### config.mk
export PLATFORM = sky130hd
export DESIGN_NAME = clut_front
export DESIGN_NICKNAME = d
export VERILOG_FILES = /design/src/rtl/clut_pkg.sv /design/src/rtl/clut_front.sv
export SDC_FILE = /design/constraint.sdc
export NUM_CORES = 1
export LEC_CHECK = 0
export ABC_CLOCK_PERIOD_IN_PS = 2800
export CAP_MARGIN = 20
export CORE_MARGIN = 8
export CORE_UTILIZATION = 50
export CTS_BUF_LIST = sky130_fd_sc_hd__clkbuf_8
export CTS_CLUSTER_SIZE = 10
export DETAILED_ROUTE_END_ITERATION = 7
export DONT_BUFFER_PORTS = 1
export SLEW_MARGIN = 20
export SYNTH_ARGS = -nofsm -noshare
export SYNTH_HDL_FRONTEND = slang
export SYNTH_SLANG_ARGS = --single-unit
### constraint.sdc
create_clock -name clk -period 2.8 [get_ports clk]
set_clock_uncertainty 0.1 [all_clocks]
set_input_delay 0.56 -clock clk [delete_from_list [all_inputs] [get_ports clk]]
set_output_delay 0.56 -clock clk [all_outputs]
set_load 0.01 [all_outputs]
### src/rtl/clut_pkg.sv
// Shared types and codes for the palette texture expander.
`default_nettype none

package clut_pkg;

    localparam int PaletteDepth = 256;
    localparam int PalAddrW     = $clog2(PaletteDepth);
    localparam int QueueDepth   = 4;
    localparam int QueuePtrW    = $clog2(QueueDepth);
    localparam int CfgIndexW    = 1;
    localparam int CfgDataW     = 2;

    // Input command codes
    localparam logic CMD_WRITE = 1'b0;
    localparam logic CMD_TEXEL = 1'b1;

    // depth_mode codes
    localparam logic [1:0] MODE_4BIT  = 2'd0;
    localparam logic [1:0] MODE_8BIT  = 2'd1;
    localparam logic [1:0] MODE_BLACK = 2'd2;

    // Configuration register indexes
    localparam logic [CfgIndexW-1:0] REG_DEPTH_MODE = 1'b0;
    localparam logic [CfgIndexW-1:0] REG_TRANSP     = 1'b1;

    localparam logic [7:0] ALPHA_CLEAR  = 8'd0;
    localparam logic [7:0] ALPHA_OPAQUE = 8'd255;
    localparam logic [7:0] ALPHA_SEMI   = 8'(255 / 4);

    typedef struct packed {
        logic        cmd;
        logic [7:0]  palette_index;
        logic [15:0] palette_word;
        logic [7:0]  texel_byte;
    } texel_word_t;

    typedef struct packed {
        logic [7:0] red;
        logic [7:0] green;
        logic [7:0] blue;
        logic [7:0] alpha;
        logic       last;
    } pixel_word_t;

    typedef enum logic [1:0] {
        OP_WRITE,
        OP_PIX4,
        OP_PIX8,
        OP_FILL
    } op_kind_t;

    typedef struct packed {
        op_kind_t    kind;
        logic [7:0]  index;
        logic [15:0] word;
    } op_t;

endpackage

`default_nettype wire

### src/rtl/clut_front.sv
// Front end: accepts input words, classifies them into ops and queues all but mode-3 texels.
`default_nettype none

module clut_front (
    input  wire logic                   clk,
    input  wire logic                   rst_n,
    input  wire logic [1:0]             depth_mode,
    input  wire logic                   texel_valid,
    output logic                        texel_stall,
    input  wire clut_pkg::texel_word_t  texel_word,
    output logic                        op_valid,
    output clut_pkg::op_t               op,
    input  wire logic                   op_pop
);

    clut_pkg::op_t                      q_reg [clut_pkg::QueueDepth];
    logic [clut_pkg::QueuePtrW-1:0]     wr_ptr_reg, wr_ptr_next;
    logic [clut_pkg::QueuePtrW-1:0]     rd_ptr_reg, rd_ptr_next;
    logic [clut_pkg::QueuePtrW:0]       count_reg, count_next;
    logic                               accept;
    logic                               push;
    clut_pkg::op_t                      entry;

    assign texel_stall = (count_reg == (clut_pkg::QueuePtrW+1)'(clut_pkg::QueueDepth));
    assign accept      = texel_valid && !texel_stall;
    assign op_valid    = (count_reg != '0);
    assign op          = q_reg[rd_ptr_reg];

    // Classify: mode 3 texels are taken and dropped
    always_comb
    begin
        push        = 1'b0;
        entry.kind  = clut_pkg::OP_WRITE;
        entry.index = texel_word.palette_index;
        entry.word  = texel_word.palette_word;
        if (accept)
        begin
            if (texel_word.cmd == clut_pkg::CMD_WRITE)
            begin
                push = 1'b1;
            end
            else
            begin
                entry.index = texel_word.texel_byte;
                case (depth_mode)
                    clut_pkg::MODE_4BIT:
                    begin
                        push       = 1'b1;
                        entry.kind = clut_pkg::OP_PIX4;
                    end
                    clut_pkg::MODE_8BIT:
                    begin
                        push       = 1'b1;
                        entry.kind = clut_pkg::OP_PIX8;
                    end
                    clut_pkg::MODE_BLACK:
                    begin
                        push       = 1'b1;
                        entry.kind = clut_pkg::OP_FILL;
                    end
                    default:
                    begin
                        push = 1'b0;
                    end
                endcase
            end
        end
    end

    always_comb
    begin
        wr_ptr_next = push   ? wr_ptr_reg + 1'b1 : wr_ptr_reg;
        rd_ptr_next = op_pop ? rd_ptr_reg + 1'b1 : rd_ptr_reg;
        count_next  = count_reg;
        if (push && !op_pop)
        begin
            count_next = count_reg + 1'b1;
        end
        else if (!push && op_pop)
        begin
            count_next = count_reg - 1'b1;
        end
    end

    always_ff @(posedge clk)
    begin
        if (push)
        begin
            q_reg[wr_ptr_reg] <= entry;
        end
    end

    always_ff @(posedge clk or negedge rst_n)
    begin
        if (!rst_n)
        begin
            wr_ptr_reg <= '0;
            rd_ptr_reg <= '0;
            count_reg  <= '0;
        end
        else
        begin
            wr_ptr_reg <= wr_ptr_next;
            rd_ptr_reg <= rd_ptr_next;
            count_reg  <= count_next;
        end
    end

endmodule

`default_nettype wire

Yosys cells after proc, flatten, opt, wreduce, memory -nomap -nowiden
Memory sizes are Yosys's and may differ from the RTL's.
Index checks and enable logic that the tools add are counted.
{ "totals": {"input_bits": 39, "mem_bits_rw": 104, "memories": 1, "ff_bits": 7} }
{ "op_classes": {"n_addsub": 4, "eq_ne": 3, "reduce_logical": 10, "mux": 10} }
{ "memory_table": {"columns": ["name", "words", "word_bits", "read_ports", "rd_ports_with_merged_regs", "wr", "line", "source"], "rows": [
  ["q_reg", 4, 26, 1, 0, 1, "clut_front.sv:16", "clut_pkg::op_t q_reg [clut_pkg::QueueDepth];"]
]} }
{ "op_table": {"columns": ["cell", "count"], "rows": [
  ["two-way mux 10 bit", 2],
  ["two-way mux 3 bit", 2],
  ["case mux 2 bit (3 select lines)", 1],
  ["two-way mux 1 bit", 5],
  ["adder 2 x 1 -> 2 bit, second input constant", 2],
  ["adder 3 x 1 -> 3 bit, second input constant", 1],
  ["equality test 3 bit, second input constant", 1],
  ["logical AND 1 bit", 3],
  ["logical NOT 1 bit", 3],
  ["nonzero test 3 bit", 1],
  ["OR reduction 3 bit", 1],
  ["subtractor 3 x 1 -> 3 bit, second input constant", 1],
  ["equality test 2 x 1 -> 1 bit, second input constant", 1],
  ["equality test 2 bit, second input constant", 1],
  ["logical NOT 2 bit", 1],
  ["nonzero test 2 bit", 1]
]} }

Longest topological paths before layout
Gate-level depths: netlist of the first run.
{ "logic_depth": {"ltp_word": 9, "ltp_mapped": 10} }

Worst setup path before layout of the first run
No wires, ideal clock.
{ "synth_timing": {"path_type": "reg-to-reg", "startpoint": "register count_reg[1] in the netlist's numbering", "endpoint": "register count_reg[1] in the netlist's numbering", "period_less_slack_ns": 2.231, "setup_slack_ns": 0.569, "required_ns": 2.575, "arrival_ns": 2.006, "stages_incl_launch_ff": 8, "n_path_buf": 1, "path_cell_list": "dfrtp_1 > or3b_1 > and3_2 > buf_6 > ha_1 > inv_1 > fa_1 > mux2_2"} }
{ "synth_rtl": {"columns": ["element", "line", "source"], "rows": [
  ["from (decl)", "clut_front.sv:19", "logic [clut_pkg::QueuePtrW:0] count_reg, count_next;"],
  ["from (signal assigned)", "clut_front.sv:105", "count_reg <= count_next;"],
  ["equality test 3 bit", "clut_front.sv:24", "assign texel_stall = (count_reg == (clut_pkg::QueuePtrW+1)'(clut_pkg::QueueDepth));"],
  ["logical NOT 1 bit", "clut_front.sv:25", "assign accept = texel_valid && !texel_stall;"],
  ["logical AND 1 bit", "clut_front.sv:25", null],
  ["two-way mux 1 bit", "clut_front.sv:36", "if (accept)"],
  ["named net push", "clut_front.sv:21", "logic push;"],
  ["logical AND 1 bit", "clut_front.sv:75", "if (push && !op_pop)"],
  ["two-way mux 3 bit", "clut_front.sv:75", null],
  ["named net count_next (one bit)", "clut_front.sv:19", null]
]} }
The timed path passes the listed nets, and every way through them passes these cells. The select of a mux whose other input is x is not followed.
A chain may end at the register's enable or synchronous reset.

==> Flow_metrics.wiki, run 1 <==
{| class="wikitable"
! Metric !! Value
|-
| Grt peak-use layer || met2
|-
| Area of the placeable core || 8590 µm²
|-
| Sw power || 1.34 mW
|-
| Residual overflow from global routing || 0
|-
| Signal arrival time at the worst endpoint || 1.89 ns
|-
| Number of violations reported at the end of detailed-routing iteration 0 || 59
|-
| Number of antenna violations at the first check in global routing || 0
|-
| CTS Sinks || approximately 110
|-
| Class of the worst hold path || input port to flip-flop
|-
| I/O pin count || 67
|-
| CTS clock-pin slew for the worst setup and hold paths || 0.10 ns
|-
| Critical Path Source Type || flip-flop
|-
| Effective utilization at floorplan || 50.8%
|-
| Avg Cell Area, Syn || 23.0 µm²
|-
| Met2 track demand over resource in global routing || 20.5%
|-
| Wire length reported by the detailed router || roughly 7000 µm
|-
| Worst slew slack as a fraction of its limit || 61.1%
|-
| IR drop worst, VDD || 0.000557 V
|-
| Die Area || 12,000 µm²
|-
| Syn_nets || around 240
|-
| Max-capacitance violation count || 0
|-
| Largest area contributor in the synthesized netlist || edfxtp_1
|-
| GRT Overall Usage || 12.4%
|-
| Count of endpoints failing hold in the final timing report || 0
|-
| Share of cells above drive strength 1 || 29.8%
|-
| Share of total power in the clock network || 18.7%
|-
| Post-detail-place hpwl || about 4500 µm
|-
| Internal power consumption || 3.10 mW
|-
| First-pass GRT wire length || 10,700 µm
|-
| Number of library cell types mapped by synthesis || 23
|-
| Worst stage delay on the critical path || 0.70 ns
|-
| Average vias per placed instance || around 5.6
|-
| Commonest non-fill, non-tap cells in the layout || edfxtp_1, mux4_2, mux2_4, clkbuf_8, ha_1
|-
| Layout overhead on the synthesized area || 7.51%
|-
| Accumulated negative setup slack || 0 ns
|-
| Root cell of the clock tree || clkbuf_8
|-
| DIE WIDTH || about 110 µm
|-
| Wire per inst || 22.3 µm
|-
| CTS tree || done
|-
| Met3 Track Usage GR || 6.33%
|-
| Sequence of cells on the critical path || buf_12 -> mux4_2
|-
| Endpoint class of the critical path || output pin
|-
| Number of global-route vias before repair || 2,033
|-
| Number of buffers between clock root and the deepest sink || 2
|-
| Setup WS post-layout || 0.249 ns
|-
| Crit Path Max Fanout || 15
|-
| Antenna Nets Post-Route || 0
|-
| Achievable clock frequency || slightly below 0.4 GHz
|-
| Sequential cell area fraction in the yosys report || between 70 and 80%
|-
| DRT Pass-1 Iters || 4
|-
| Switching part of the total power || 30.2%
|-
| Post-layout minimum cycle time || 2.55 ns
|-
| Worst skew pair latency || between 0.3 and 0.4 ns
|-
| Cts repair resizes || 0
|-
| Yosys reg bits || around 110
|-
| Sequential cell area || approximately 3300 µm²
|-
| Worst path slowest cell || dfrtp_2
|-
| Global-route met1 utilization || 13.3%
|-
| Pin count of the biggest net entering global routing || 27
|-
| Area of combinational cells with multiple inputs || 986 µm²
|-
| Data required time at the worst endpoint || 2.14 ns
|-
| Number of I/O port buffers || 0
|-
| Die height || 109 µm
|-
| Synth Cell Area || roughly 4400 µm²
|-
| Total via count after detailed routing || 1,750
|-
| Cell count after synthesis || 190
|-
| Buffer count from post-CTS setup fixing || 0
|-
| Static Leakage || 1.56 nW
|-
| Max FFs per register || 104
|-
| Post-synth top area share || between 70% and 80%
|-
| Synth warn || 0
|-
| Fraction of power consumed by combinational cells || 28.8%
|-
| Final max-slew violation count || 0
|-
| Sequential share of power || 52.5%
|-
| Total inserted antenna cells || 0
|-
| # nets final || 249
|-
| Final worst path period share || 91.1%
|-
| Setup-violating endpoint count in the final report || 0
|-
| Layout filler cell count || 638
|-
| Top cells by area, synth || edfxtp_1, mux4_2, dfrtp_1
|-
| Run status || completed
|-
| Most frequent standard cell in the layout excluding fill and tap cells || edfxtp_1
|-
| Quantity of hold-fixing buffers added after cts || 1
|-
| Post-route DRC || 0
|-
| Startpoint-to-endpoint class of the critical path || flip-flop to output pin
|-
| RePlAce Congestion || around 0.65
|-
| Unrepaired setup endpoints after global routing || no
|-
| Measured slew at the worst slew-check pin || 0.583 ns
|-
| Rows || 34
|-
| Deepest level of the CTS H-tree || 3
|-
| Post-placement worst setup slack || ~0.44 ns
|-
| TritonCTS buffer count || 9
|-
| Power Density || roughly 950 nW/µm²
|}
## layout make-up
cell class / count / share of cell area [%]
clock inverter: 6 / 0.987
timing repair buffer: 8 / 1.60
sequential: 111 / 70.3
multi-input combinational: 64 / 21.0
inverter: 7 / 0.560
clock buffer: 9 / 2.64
tap: 108 / 2.88
## worst max-delay path, delay by kind of cell (launching register included)
family                 cells  cell delay (ns)
multiplexers               1             0.58
flip-flops                 1             0.70
buffers and inverters      1             0.24
## synthesized netlist by cell type
| cell type | instances |
|---|---|
| or3b_1 | 1 |
| mux2_2 | 1 |
| or3_2 | 1 |
| o21a_1 | 1 |
| xnor2_1 | 3 |
| buf_6 | 2 |
| dfrtp_1 | 7 |
| mux4_2 | 26 |
| fa_1 | 1 |
| and2_1 | 4 |
| mux2_4 | 9 |
| buf_2 | 4 |
| and2_2 | 1 |
| nor2_1 | 1 |
| and3_1 | 1 |
| inv_1 | 7 |
| buf_4 | 1 |
| ha_1 | 8 |
| xor2_1 | 3 |
| and3_2 | 1 |
| nand2_1 | 2 |
| edfxtp_1 | 104 |
| clkbuf_1 | 1 |
## worst paths after layout
check,startpoint,endpoint,depth (start not counted),slack (ns)
max in group asynchronous,rst_n,rd_ptr_reg[0]$_DFFE_PN0P_,1,1.88
worst max-delay path,rd_ptr_reg[0]$_DFFE_PN0P_,op[16],2,0.25
worst max register to register,count_reg[1]$_DFFE_PN0P_,count_reg[1]$_DFFE_PN0P_,6,0.51
worst min-delay path,op_pop,rd_ptr_reg[0]$_DFFE_PN0P_,1,0.18
min in group asynchronous,rst_n,count_reg[2]$_DFFE_PN0P_,1,0.44
worst min register to register,count_reg[2]$_DFFE_PN0P_,count_reg[2]$_DFFE_PN0P_,1,0.39
## layer usage
| metal | up-vias | part of all wire (%) |
|---|---|---|
| met4 | 0 | 1.0 |
| met3 | 6 | 9.6 |
| li1 | 783 | - |
| met5 | - | 0 |
| met2 | 58 | 51 |
| met1 | 903 | 38 |
## kinds of logic after synthesis
kind of cell / Yosys count / share of synthesized area (%)
adders and majority gates: 9 / 2.75
DFF: 111 / 75.6
and+or+nand+nor: 12 / 1.69
muxes: 36 / 16.8
xor gates and xnor gates: 6 / 1.20
buffers and inverters: 15 / 1.83
AOI/OAI and AO/OA: 1 / 0.172
## power by group through the flow
stage	clock network [mW]	logic (mW)	registers [mW]
floorplan	0	1.07	2.28
global placement	0	1.28	2.36
detailed placement	0	1.31	2.38
CTS	0.856	1.32	2.34
global route	0.918	1.40	2.37
finish	0.829	1.28	2.33
## per-stage QoR
step                power [mW]  utilization, %  hold WS [ns]  cells  cell area, µm²
detailed placement        3.70            52.5         0.165    297            4510
global route              4.69            54.6         0.150    313            4690
finish                    4.44            54.6         0.178    313            4690
CTS                       4.52            54.6         0.169    313            4690
floorplan                 3.36               -         0.164    190            4360
global placement          3.64            52.5         0.165    297            4510
Note: power is estimated with default switching activity, not from simulation.
==> inputs of run 2 (changes only) <==
--- a/config.mk
+++ b/config.mk
@@ -7,12 +7,15 @@
 export LEC_CHECK = 0
 export ABC_CLOCK_PERIOD_IN_PS = 2800
 export CAP_MARGIN = 20
+export CELL_PAD_IN_SITES_DETAIL_PLACEMENT = 0
+export CELL_PAD_IN_SITES_GLOBAL_PLACEMENT = 1
 export CORE_MARGIN = 8
 export CORE_UTILIZATION = 50
 export CTS_BUF_LIST = sky130_fd_sc_hd__clkbuf_8
 export CTS_CLUSTER_SIZE = 10
 export DETAILED_ROUTE_END_ITERATION = 7
 export DONT_BUFFER_PORTS = 1
+export PLACE_DENSITY_LB_ADDON = 0.1
 export SLEW_MARGIN = 20
 export SYNTH_ARGS = -nofsm -noshare
 export SYNTH_HDL_FRONTEND = slang
==> run 2 against run 1 <==
- count of clock-buffer cells in the layout did not move
- die area did not move
- sequential cell count did not move
- register-to-register slack barely moved
- combinational power rose by 3%
- setup slack improved by 0.26 ns
- core utilization rose by 0.50 points
- total power rose by 3.0%
- first-iteration DRC count rose by 95%
- critical path depth rose by 4
- global-route usage fell by 0.15 points
- via count rose by 1.4%
==> Flow_metrics.wiki, run 2 (synthesis gave the netlist of run 1 again) <==
{| class="wikitable"
! Metric !! Value
|-
| Run status || completed
|-
| First-pass GRT wire length || 10,700 µm (about the same)
|-
| Startpoint-to-endpoint class of the critical path || flip-flop to flip-flop
|-
| CTS tree || done
|-
| Final worst path period share || 81.9% (-9.2 points)
|-
| Unrepaired setup endpoints after global routing || no
|-
| Residual overflow from global routing || 0 (unchanged)
|-
| Share of cells above drive strength 1 || 29.4% (-0.34 points)
|-
| Pin count of the biggest net entering global routing || 29 (+7.4%)
|-
| TritonCTS buffer count || 9 (unchanged)
|-
| Deepest level of the CTS H-tree || 3 (unchanged)
|-
| Layout overhead on the synthesized area || 8.49%
|-
| Post-route DRC || 0 (unchanged)
|-
| Rows || 34 (unchanged)
|-
| Die height || 109 µm (unchanged)
|-
| Post-detail-place hpwl || 4560 µm (+0.31%)
|-
| Effective utilization at floorplan || 50.8% (unchanged)
|-
| Accumulated negative setup slack || 0 ns (unchanged)
|-
| Critical Path Source Type || flip-flop
|-
| RePlAce Congestion || 0.650 (-0.70%)
|-
| Class of the worst hold path || input port to flip-flop
|-
| Number of global-route vias before repair || 1,945 (-4.3%)
|-
| Number of I/O port buffers || 0 (unchanged)
|-
| Most frequent standard cell in the layout excluding fill and tap cells || edfxtp_1
|-
| Number of violations reported at the end of detailed-routing iteration 0 || 115 (+95%)
|-
| CTS Sinks || 111 (unchanged)
|-
| Wire per inst || 22.1 µm (-1.2%)
|-
| Worst skew pair latency || 0.35 ns (about the same)
|-
| Reg-to-reg slack, setup || 0.51 ns (about the same)
|-
| Final max-slew violation count || 0 (unchanged)
|-
| Average vias per placed instance || 5.69 (+1.7%)
|-
| Number of antenna violations at the first check in global routing || 0 (unchanged)
|-
| Measured slew at the worst slew-check pin || 0.617 ns (+0.0342 ns)
|-
| Hold Slack || 0.178 ns (+0.000307 ns)
|-
| Wire length reported by the detailed router || 6890 µm (-1.6%)
|-
| Post-route cell area || 4730 µm² (+0.91%)
|-
| Signal arrival time at the worst endpoint || 2.43 ns (+0.54 ns)
|-
| # nets final || 249 (unchanged)
|-
| Count of endpoints failing hold in the final timing report || 0 (unchanged)
|-
| Total via count after detailed routing || 1,774 (+1.4%)
|-
| Crit Path Max Fanout || 7 (-8)
|-
| IR drop worst, VDD || 0.000642 V (+15%)
|-
| Max-capacitance violation count || 0 (unchanged)
|-
| Buffer count from post-CTS setup fixing || 0 (unchanged)
|-
| DRT Pass-1 Iters || 4 (unchanged)
|-
| Power Density || 966 nW/µm² (+2.1%)
|-
| DIE WIDTH || 109 µm (unchanged)
|-
| Sequential cell area || 3300 µm² (unchanged)
|-
| Static Leakage || 1.59 nW (+1.5%)
|-
| GRT Overall Usage || 12.2% (-0.15 points)
|-
| Die Area || 12,000 µm² (unchanged)
|-
| Area of the placeable core || 8590 µm² (unchanged)
|-
| Root cell of the clock tree || clkbuf_8
|-
| Antenna Nets Post-Route || 0 (unchanged)
|-
| Number of buffers between clock root and the deepest sink || 2 (unchanged)
|-
| Total inserted antenna cells || 0 (unchanged)
|-
| Max FFs per register || 104 (unchanged)
|-
| Data required time at the worst endpoint || 2.94 ns (+0.80 ns)
|-
| Setup-violating endpoint count in the final report || 0 (unchanged)
|-
| I/O pin count || 67 (unchanged)
|-
| Endpoint class of the critical path || flip-flop
|-
| Placed Instance Area || 4520 µm² (+0.28%)
|-
| Achievable clock frequency || 0.436 GHz (+11%)
|-
| Post-layout minimum cycle time || 2.29 ns (-0.259 ns)
|-
| Worst slew slack as a fraction of its limit || 58.8% (-2.3 points)
|-
| Area of combinational cells with multiple inputs || 986 µm² (unchanged)
|-
| Layout filler cell count || 642 (+0.63%)
|-
| Commonest non-fill, non-tap cells in the layout || edfxtp_1, mux4_2, mux2_4, clkbuf_8
|-
| CTS clock-pin slew for the worst setup and hold paths || 0.09 ns (about the same)
|}
## run 2: changes by cell type in the layout (fill, tap and decap cells not counted), sizes merged
| cell | before | now |
|---|---|---|
| bufinv | 0 | 2 |
| inv | 9 | 8 |
| clkinv | 3 | 1 |
## run 2: through the flow
| step | setup WS, ns | std cells | total power, mW | utilization, % |
|---|---|---|---|---|
| 5_1_grt | 0.413 | 312 | 4.82 | 55.1 |
| 6_report | 0.508 | 312 | 4.57 | 55.1 |
| 2_1_floorplan | 0.569 | 190 | 3.36 | - |
| 3_3_place_gp | 0.542 | 297 | 3.65 | 52.7 |
| 3_5_place_dp | 0.490 | 297 | 3.72 | 52.7 |
| 4_1_cts | 0.504 | 312 | 4.67 | 55.1 |
## run 2: report_power, final
part | internal (mW) | total [mW] | switching (mW)
logic | 0.608 | 1.32 | 0.715
clock network | 0.489 | 0.953 | 0.464
registers | 2.18 | 2.30 | 0.116
total | 3.28 | 4.57 | 1.29
## run 2: repair_timing
action,4_1_cts,5_1_grt
endpoints found under the hold margin,7,0
resized for setup,0,0
hold buffers,1,0
## run 2: path summary, 6_finish.rpt
path | from | endpoint | cells past startpoint
max in group asynchronous | rst_n | rd_ptr_reg[0]$_DFFE_PN0P_ | 1
hold / removal | op_pop | rd_ptr_reg[0]$_DFFE_PN0P_ | 1
min in group asynchronous | rst_n | wr_ptr_reg[0]$_DFFE_PN0P_ | 1
setup reg to reg | count_reg[1]$_DFFE_PN0P_ | count_reg[1]$_DFFE_PN0P_ | 6
setup / recovery | count_reg[1]$_DFFE_PN0P_ | count_reg[1]$_DFFE_PN0P_ | 6
hold reg to reg | count_reg[2]$_DFFE_PN0P_ | count_reg[2]$_DFFE_PN0P_ | 1
## run 2: cell type report
cell class                 instances  share of cell area [%]
sequential                       111                    69.7
multi-input combinational         64                    20.8
tap                              108                    2.85
clock buffer                       9                    2.62
timing repair buffer               8                    1.85
clock inverter                     5                    1.61
inverter                           7                   0.555
## run 2: per-layer routing
metal / global-route usage, % / up-vias / share of wire (%)
met5: 0 / - / 0
met4: 4.82 / 0 / 1.5
met3: 5.16 / 9 / 9.0
met2: 20.0 / 58 / 51
met1: 14.0 / 925 / 39
li1: - / 782 / -
## run 2: critical path, stage by stage (launching register included)
cell     delay (ns)
dfrtp_1        0.43
or3b_1         0.42
and3_2         0.27
ha_1           0.22
inv_1          0.08
fa_1           0.40
mux2_2         0.27
